File: config.mk
export PLATFORM = sky130hd
export DESIGN_NAME = fp8_dequant_to_fp16
export DESIGN_NICKNAME = d
export VERILOG_FILES = /design/src/rtl/f8dq_pkg.sv /design/src/rtl/f8dq_lane.sv /design/src/rtl/fp8_dequant_to_fp16.sv
export SDC_FILE = /design/constraint.sdc
export NUM_CORES = 1
export LEC_CHECK = 0
export BUFFER_PORTS_ARGS = -buffer_cell sky130_fd_sc_hd__buf_2
export CAP_MARGIN = 20
export CORE_MARGIN = 2
export CORE_UTILIZATION = 25
export CTS_CLUSTER_DIAMETER = 40
export DETAILED_ROUTE_END_ITERATION = 10
export PLACE_DENSITY_LB_ADDON = 0.25
export SYNTH_ARGS = -nofsm -noshare
export SYNTH_HDL_FRONTEND = slang
export SYNTH_SLANG_ARGS = --single-unit
File: constraint.sdc
create_clock -name clk -period 10.6 [get_ports clk]
set_input_delay 2.12 -clock clk [delete_from_list [all_inputs] [get_ports clk]]
set_output_delay 2.12 -clock clk [all_outputs]
set_load 0.1 [all_outputs]
File: src/rtl/f8dq_pkg.sv
// Shared types and constants for the FP8 E4M3 to FP16 dequantizer.
package f8dq_pkg;

	localparam int unsigned Lanes = 4;
	localparam logic [15:0] HalfInf = 16'h7C00;
	localparam logic [15:0] HalfQnan = 16'h7E00;
	localparam logic [15:0] HalfSign = 16'h8000;

	// Per-lane product terms handed from the multiply stage to the round stage.
	typedef struct packed {
		logic        sgn;
		logic        force_nan;
		logic        force_inf;
		logic        zero;
		logic [11:0] mant;
		logic signed [8:0] expo;
	} f8dq_prod_t;

endpackage

File: src/rtl/f8dq_lane.sv
// One dequantizer lane: decode and multiply, register, then normalize and round.
module f8dq_lane
	import f8dq_pkg::*;
(
	input  logic        clk,
	input  logic        en,
	input  logic [7:0]  code,
	input  logic [15:0] scale,
	output logic [15:0] half
);

	logic [3:0] ce;
	logic [2:0] cm;
	logic [7:0] se;
	logic [6:0] sm;
	logic [3:0] a;
	logic [7:0] b;
	f8dq_prod_t prod;
	f8dq_prod_t prod_s1;

	// Decode the operands and form the exact significand product.
	always_comb begin
		ce = code[6:3];
		cm = code[2:0];
		se = scale[14:7];
		sm = scale[6:0];
		a = (ce != 4'd0) ? {1'b1, cm} : {1'b0, cm};
		b = (se != 8'd0) ? {1'b1, sm} : {1'b0, sm};
		prod.sgn = code[7] ^ scale[15];
		prod.force_nan = (code[6:0] == 7'h7F) || (se == 8'hFF && sm != 7'd0)
			|| (se == 8'hFF && a == 4'd0);
		prod.force_inf = (se == 8'hFF);
		prod.mant = 12'(a) * 12'(b);
		prod.zero = (prod.mant == 12'd0);
		prod.expo = ((ce != 4'd0) ? 9'(signed'({1'b0, ce})) - 9'sd10 : -9'sd9)
			+ ((se != 8'd0) ? 9'(signed'({1'b0, se})) - 9'sd134 : -9'sd133);
	end

	always_ff @(posedge clk) begin
		if (en) begin
			prod_s1 <= prod;
		end
	end

	logic [3:0] p;
	logic signed [9:0] q;
	logic signed [9:0] sh;
	logic [23:0] wide;
	logic [11:0] rem;
	logic [11:0] hlf;
	logic [11:0] n;
	logic [15:0] bits;

	// Find the leading one, place the result ulp, and round to nearest even.
	// A zero product is signed zero before any overflow test.
	always_comb begin
		p = 4'd0;
		for (int i = 1; i < 12; i++) begin
			if (prod_s1.mant[i]) begin
				p = 4'(i);
			end
		end
		q = 10'(signed'({1'b0, p})) + 10'(prod_s1.expo) - 10'sd10;
		if (q < -10'sd24) begin
			q = -10'sd24;
		end
		sh = q - 10'(prod_s1.expo);
		wide = 24'd0;
		rem = 12'd0;
		hlf = 12'd0;
		n = 12'd0;
		if (sh <= 10'sd0) begin
			n = prod_s1.mant << 4'(-sh);
		end else if (sh <= 10'sd13) begin
			wide = {prod_s1.mant, 12'd0} >> 5'(sh);
			n = wide[23:12];
			rem = wide[11:0];
			hlf = 12'h800;
			if (rem > hlf || (rem == hlf && n[0])) begin
				n = n + 12'd1;
			end
		end
		bits = (16'(q + 10'sd24) << 10) + 16'(n);
		if (prod_s1.force_nan) begin
			half = {prod_s1.sgn, HalfQnan[14:0]};
		end else if (prod_s1.zero) begin
			half = {prod_s1.sgn, 15'd0};
		end else if (prod_s1.force_inf || q >= 10'sd6 || bits >= HalfInf) begin
			half = {prod_s1.sgn, HalfInf[14:0]};
		end else begin
			half = {prod_s1.sgn, bits[14:0]};
		end
	end

endmodule

File: src/rtl/fp8_dequant_to_fp16.sv
// Top level of the four-lane FP8 E4M3 to FP16 dequantizer.
//   channel   dir  handshake          payload
//   s_axis    in   tvalid/tready      tdata codes, tuser row_out_of_range
//   m_axis    out  tvalid/tready      tdata half0..half3
//   scale     in   scale_we           scale_wdata
// One request per cycle while m_axis is not stalled; data passes the multiply stage, then the round stage.
// The four lanes share the scale register and advance together.
// Reset clears the valid bits and loads the scale with 1.0.
// A stalled output holds both stages; s_axis_tready follows the output stage.
module fp8_dequant_to_fp16
	import f8dq_pkg::*;
(
	input  logic        clk,
	input  logic        arst_n,
	input  logic        scale_we,
	input  logic [15:0] scale_wdata,
	input  logic        s_axis_tvalid,
	output logic        s_axis_tready,
	input  logic [31:0] s_axis_tdata,  // code0, code1, code2, code3
	input  logic        s_axis_tuser,  // row_out_of_range
	output logic        m_axis_tvalid,
	input  logic        m_axis_tready,
	output logic [63:0] m_axis_tdata   // half0, half1, half2, half3
);

	logic [15:0] scale_q;
	logic        v_s1;
	logic        bad_s1;
	logic        adv;
	logic [15:0] half [Lanes];

	assign adv = !m_axis_tvalid || m_axis_tready;
	assign s_axis_tready = adv;

	// Scale register.
	always_ff @(posedge clk or negedge arst_n) begin
		if (!arst_n) begin
			scale_q <= 16'h3F80;
		end else if (scale_we) begin
			scale_q <= scale_wdata;
		end
	end

	// Valid pipeline.
	always_ff @(posedge clk or negedge arst_n) begin
		if (!arst_n) begin
			v_s1 <= 1'b0;
			m_axis_tvalid <= 1'b0;
		end else if (adv) begin
			v_s1 <= s_axis_tvalid;
			m_axis_tvalid <= v_s1;
		end
	end

	always_ff @(posedge clk) begin
		if (adv) begin
			bad_s1 <= s_axis_tuser;
		end
	end

	// Lanes, then merge the four halves into the output register, zeroed when row_out_of_range was set.
	for (genvar k = 0; k < Lanes; k++) begin : g_lane
		f8dq_lane u_lane (
			.clk   (clk),
			.en    (adv),
			.code  (s_axis_tdata[8*k +: 8]),
			.scale (scale_q),
			.half  (half[k])
		);
		always_ff @(posedge clk) begin
			if (adv) begin
				m_axis_tdata[16*k +: 16] <= bad_s1 ? 16'd0 : half[k];
			end
		end
	end

endmodule
**Word-level counts from Yosys, hierarchy flattened**

Cells that the tools add are included.

- Logic and storage cells: 250
- Output and inout bits: 66
- Memories kept: 0
- Flip-flop bits (word level): 180
- RAM bits: 0
- Input bits: 54
- ROM bits: 0
- Bits in latches: 0

- Shifts and indexed selects: 8
- Divide/modulo/power cells: 0
- Multipliers: 4
- Muxes and demuxes: 82
- Bitwise operators: 4
- Reductions and logical operators: 49
- Add/sub/neg operators: 37
- Equality and inequality tests: 9
- $lt $le $gt $ge: 24

Operators with widths:

| operator | number |
|---|---|
| $mux W15 | 12 |
| $mux W4 | 44 |
| $mux W12 | 12 |
| $shr A24 B5 Y24 | 4 |
| $add A16 B12 Y16 | 4 |
| $ge A16 B15 Y1 const B | 4 |
| $add A12 B1 Y12 const B | 4 |
| $eq A12 B12 Y1 const B | 4 |
| $gt A12 B12 Y1 const B | 4 |
| $logic_not A12 Y1 | 4 |
| $mul A4 B8 Y12 | 4 |
| $shl A12 B4 Y12 | 4 |
| $mux W9 | 5 |
| $add A5 B9 Y10 | 4 |
| $ge A10 B4 Y1 const B | 4 |
| $le A10 B1 Y1 const B | 4 |
| $le A10 B5 Y1 const B | 4 |
| $lt A10 B6 Y1 const B | 4 |
| $mux W10 | 4 |
| $sub A10 B5 Y10 const B | 4 |
| $sub A10 B9 Y10 | 4 |
| $add A9 B9 Y9 | 4 |
| $eq A7 B7 Y1 const B | 4 |
| $add A6 B6 Y6 const B | 4 |
| other kinds (15) | 64 |

**Longest topological paths before layout**

- Depth after elaboration: 29
- Depth in mapped cells: 50
- Mapped depth without buffers: 46

**Hierarchy**

From an unflattened synthesis, not the netlist that was laid out.

- Cells, all modules: 3006
- Area total of the unflattened synthesis: 25014.0 µm²

Modules (own cells, without submodules):

| module | cells an instance | seq. area each (µm²) | times used | area an instance (µm²) |
|---|---|---|---|---|
| f8dq_lane (g_lane[3].u_lane) | 718 | 750.7 | 1 | 5602.9 |
| f8dq_lane (g_lane[2].u_lane) | 706 | 750.7 | 1 | 5437.7 |
| f8dq_lane (g_lane[0].u_lane) | 702 | 750.7 | 1 | 5430.2 |
| f8dq_lane (g_lane[1].u_lane) | 705 | 750.7 | 1 | 5424.0 |
| fp8_dequant_to_fp16 | 175 | 2411.1 | 1 | 3119.2 |

**Worst setup path after synthesis**

Ideal clock, no wire load.

- Path kind: reg2reg
- Start point: register g_lane[1].u_lane.prod_s1[20] (netlist bit)
- End point: register m_axis_tdata[17] (data pin)
- Data required time: 10424 ps
- Buffers on the path: 6
- Arrival: 9395 ps
- Library setup time: 176 ps
- Cell stages (with the launch flop): 44
- Slack: 1029 ps
- Clock period less this slack: 9571 ps
- Cell sequence: edfxtp_1 clkbuf_1 or4_1 or2_2 ha_1 inv_1 fa_1 a21o_1 a21oi_2 nand2b_1 a21oi_1 a211o_1 or3_1 or3_1 ha_1 clkbuf_1 clkbuf_1 nor2b_1 [... 8 more ...] o21ai_0 inv_1 ha_1 inv_1 nor2_1 o211ai_1 nor3_1 xnor2_1 o21ai_0 ha_1 fa_1 xnor2_1 nor4_1 a2111oi_4 nand3_1 or3_1 clkbuf_1 o32ai_1

- Longest elaborated chain between the ends: 17
- Elaborated cells between the ends (all ways): 26
- Classes of those cells: 7 x add/sub; 6 x order compare; 1 x eq/ne; 2 x shift; 5 x mux; 5 x reduce/logical

Ends and longest elaborated chain:

| element | RTL line | RTL |
|---|---|---|
| from (decl) | f8dq_lane.sv:19 | `f8dq_prod_t prod_s1;` |
| from (signal assigned) | f8dq_lane.sv:41 | `prod_s1 <= prod;` |
| parallel branches: the longest is 17 deep, another holds $gt A12 B12 Y1 | - |  |
| to (signal, indexed assignment) | fp8_dequant_to_fp16.sv:72 | `m_axis_tdata[16*k +: 16] <= bad_s1 ? 16'd0 : half[k];` |
| to (decl) | fp8_dequant_to_fp16.sv:23 | `output logic [63:0] m_axis_tdata` |

Parallel ways; which one is timed is not known.
A chain may end at the register's enable or synchronous reset.

**Final worst setup path**

- Start point: register g_lane[0].u_lane.prod_s1[20] (netlist bit)
- End point: register m_axis_tdata[4] (data pin)

- Longest elaborated chain between the ends: 17
- Elaborated cells between the ends (all ways): 26
- Classes of those cells: 7 x add/sub; 6 x order compare; 1 x eq/ne; 2 x shift; 5 x mux; 5 x reduce/logical

Ends and longest elaborated chain:

| element | RTL line |
|---|---|
| from (decl) | f8dq_lane.sv:19 |
| from (signal assigned) | f8dq_lane.sv:41 |
| parallel branches: the longest is 17 deep, another holds $gt A12 B12 Y1 | - |

Parallel ways; which one is timed is not known.

==> flow_metrics.tcl <==
set metrics [dict create \
    r2r_slack_ns 0.71 \
    cts.sinks 180 \
    die_h_um 305.4 \
    setup_viol 0 \
    antenna_found_initial 17 \
    ant_nets 0 \
    synthTopCellsByCount "232 x nor2_1, 227 x nand2_1, 217 x ha_1" \
    wl_per_cell_um 16.98 \
    viasPerCell 4.980 \
    clkTransAtPathRegs_ns 0.08 \
    reg2reg_to "m_axis_tdata[4]" \
    nNetsFinal 3145 \
    max_stage_delay_ns 0.60 \
    antennaDiodeCount 0 \
    path_max_fanout 14 \
    synth_edf_count 162 \
    rsz0062_at_grt "no" \
    start_util_pct 25.24 \
    die_w_um 305.4 \
    start_kind "flop" \
    io_pins 120 \
    cpMostUsedCell "a21oi_1" \
    fin_crit_ns 9.889 \
    met2_usage_pct 23.10 \
    syn_nets 3059 \
    wl_mm 67.91 \
    min_path_cells 1 \
    gr-max-usage-layer "met2" \
    grt_use_met3_pct 2.891 \
    root_buffer "clkbuf_16" \
    hold_violations 0 \
    synth_flop_cell "edfxtp_1" \
    synth_most_common_cell "nor2_1" \
    synthCells 2724 \
    syn_area_sq_mm 0.02272 \
    cts_buffers 17 \
    min_path_type "flop to flop" \
    grt_max_degree 63 \
    grt_overflow_total 0 \
    path_class "flop to flop" \
    vias 19920 \
    skew_ns 0.01884 \
    maxCapViolCount 0 \
    synth_area_per_cell_sq_um 8.339 \
    gp_congestion 0.8658 \
    coreArea_sq_mm 0.09001 \
    drtIter0Drc 1391 \
    worst_path_max_delay_cell "or4_1" \
    cts.path.max_buffers 2 \
    grt_pass1_wl_mm 108.0 \
    r2r_cells 35 \
    ys_types 104 \
    post-route-period-util_pct 93.29 \
    nFillCells 9773 \
    slew_headroom_pct 41.35 \
    grt_usage_pct 14.44 \
    synthToLayoutAreaGrowth_pct 12.05 \
    yosys_warnings 0 \
    multi_input_area_sq_mm 0.01609 \
    dr.pass1.iters 6 \
    yosys-top-cells-area "edfxtp_1 21%, ha_1 12%, fa_1 5.6%" \
    synthArstFlopShare_pct 10.00 \
    synth_top_area_cell "edfxtp_1" \
    endpoint "m_axis_tdata[4]" \
    clk_latency_ns 0.51 \
    die-area_sq_mm 0.09329 \
    hold_ws_ns 0.4723 \
    use_met1_pct 19.73 \
    synth_top_area_share_pct 21.42 \
    finalMaxSlewViolations 0 \
    crit_start "g_lane[0].u_lane.prod_s1[20]" \
    seqCellArea_sq_mm 0.005324 \
    hp-start "v_s1" \
    std_cell_rows 110 \
    synth_seq_area_share_pct 23.44 \
    ys_ff_latch 180 \
    io_buffer_count 119 \
    drc_errors 0 \
    cts_tree "done" \
    hpwl_mm 53.67 \
    arrival_ns 10.22 \
    tightest_slew_ns 0.8797 \
    drive_above_1_share_pct 11.76 \
    htreeDepth 4 \
    timing.rr.start "g_lane[0].u_lane.prod_s1[20]" \
    max_freq_mhz 101.1 \
    postCtsHoldBufs 0 \
    status "finished clean" \
    grt_pass1_vias 19430 \
    cp.required_ns 10.93 \
    finalSetupTns_ns 0 \
    endpoint_kind "flop" \
]
## sequential cells by signal (all words and copies together), names as in the netlist
signal	count
bad_s1	1
g_lane.u_lane.prod_s1	97
m_axis_tdata	64
m_axis_tvalid	1
scale_q	16
v_s1	1
## critical path, delay by kind of cell, from the launching register on
family                   cells  cell delay [ns]
AND/OR/NAND/NOR             12             3.27
flip-flops                   1             0.52
adder cells (fa/ha/maj)      5             1.74
XOR/XNOR                     2             0.45
AO/OA/AOI/OAI               12             3.01
buffers and inverters        4             0.73
## metal layers
| layer | vias up | wire length [um] |
|---|---|---|
| li1 | 9987 | - |
| met5 | - | 183 |
| met4 | 32 | 1066 |
| met1 | 9420 | 32470 |
| met3 | 84 | 3365 |
| met2 | 394 | 30830 |
## layout make-up
| cell class | count | area share (%) |
|---|---|---|
| inverter | 221 | 3.259 |
| multi-input combinational | 2197 | 63.20 |
| clock inverter | 14 | 0.5506 |
| clock buffer | 18 | 1.725 |
| sequential | 180 | 20.92 |
| tap | 1176 | 5.781 |
| timing repair buffer | 193 | 4.572 |
## worst min path at each step
| stage | endpoint | slack, ns |
|---|---|---|
| after global routing | m_axis_tvalid | 0.52 |
| final | m_axis_tvalid | 0.47 |
| after detailed placement | m_axis_tvalid | 0.45 |
| after CTS | m_axis_tvalid | 0.48 |
| after floorplan | m_axis_tvalid | 0.43 |
| after global placement | m_axis_tvalid | 0.44 |
## per-stage QoR
step	util, %	setup slack, ns	cells	cell area, sq um
2_1_floorplan	-	1.029	2724	22720
3_3_place_gp	27.46	0.6389	3952	24710
3_5_place_dp	27.46	0.5165	3952	24710
4_1_cts	28.10	0.4897	3984	25290
5_1_grt	28.28	0.002256	3999	25450
6_report	28.28	0.7107	3999	25450
## kinds of logic after synthesis
kind of cell / after synthesis / synth area share, %
compound gates: 694 / 20.39
xor+xnor: 197 / 7.629
fa+ha+maj: 281 / 17.59
buf+inv: 347 / 5.993
flops: 180 / 23.44
mux: 95 / 4.362
simple gates: 930 / 20.59
## what timing repair did
| action | CTS | global route |
|---|---|---|
| setup buffers | 0 | 15 |
| resized for setup | 0 | 12 |
| endpoints found under the setup margin | 0 | 29 |
## placed cells by master (no fill, tap or decap), types with 26 or more instances in the layout
cell type and count:
a211oi_1 31, a21o_1 30, a21oi_1 193, a31oi_1 26, and2_1 71, buf_2 119
buf_4 73, edfxtp_1 162, fa_1 63, ha_1 217, inv_1 213, mux2_2 30
mux2i_1 63, nand2_1 227, nand2b_1 55, nand3_1 41, nor2_1 232, nor2b_1 55
nor3_1 69, nor4_1 33, o21ai_0 123, o21bai_1 30, o22ai_1 39, xnor2_1 124
xor2_1 72
Power is not shown: default switching activity piles up to over one toggle a cycle in this logic, so the estimate is an artifact.
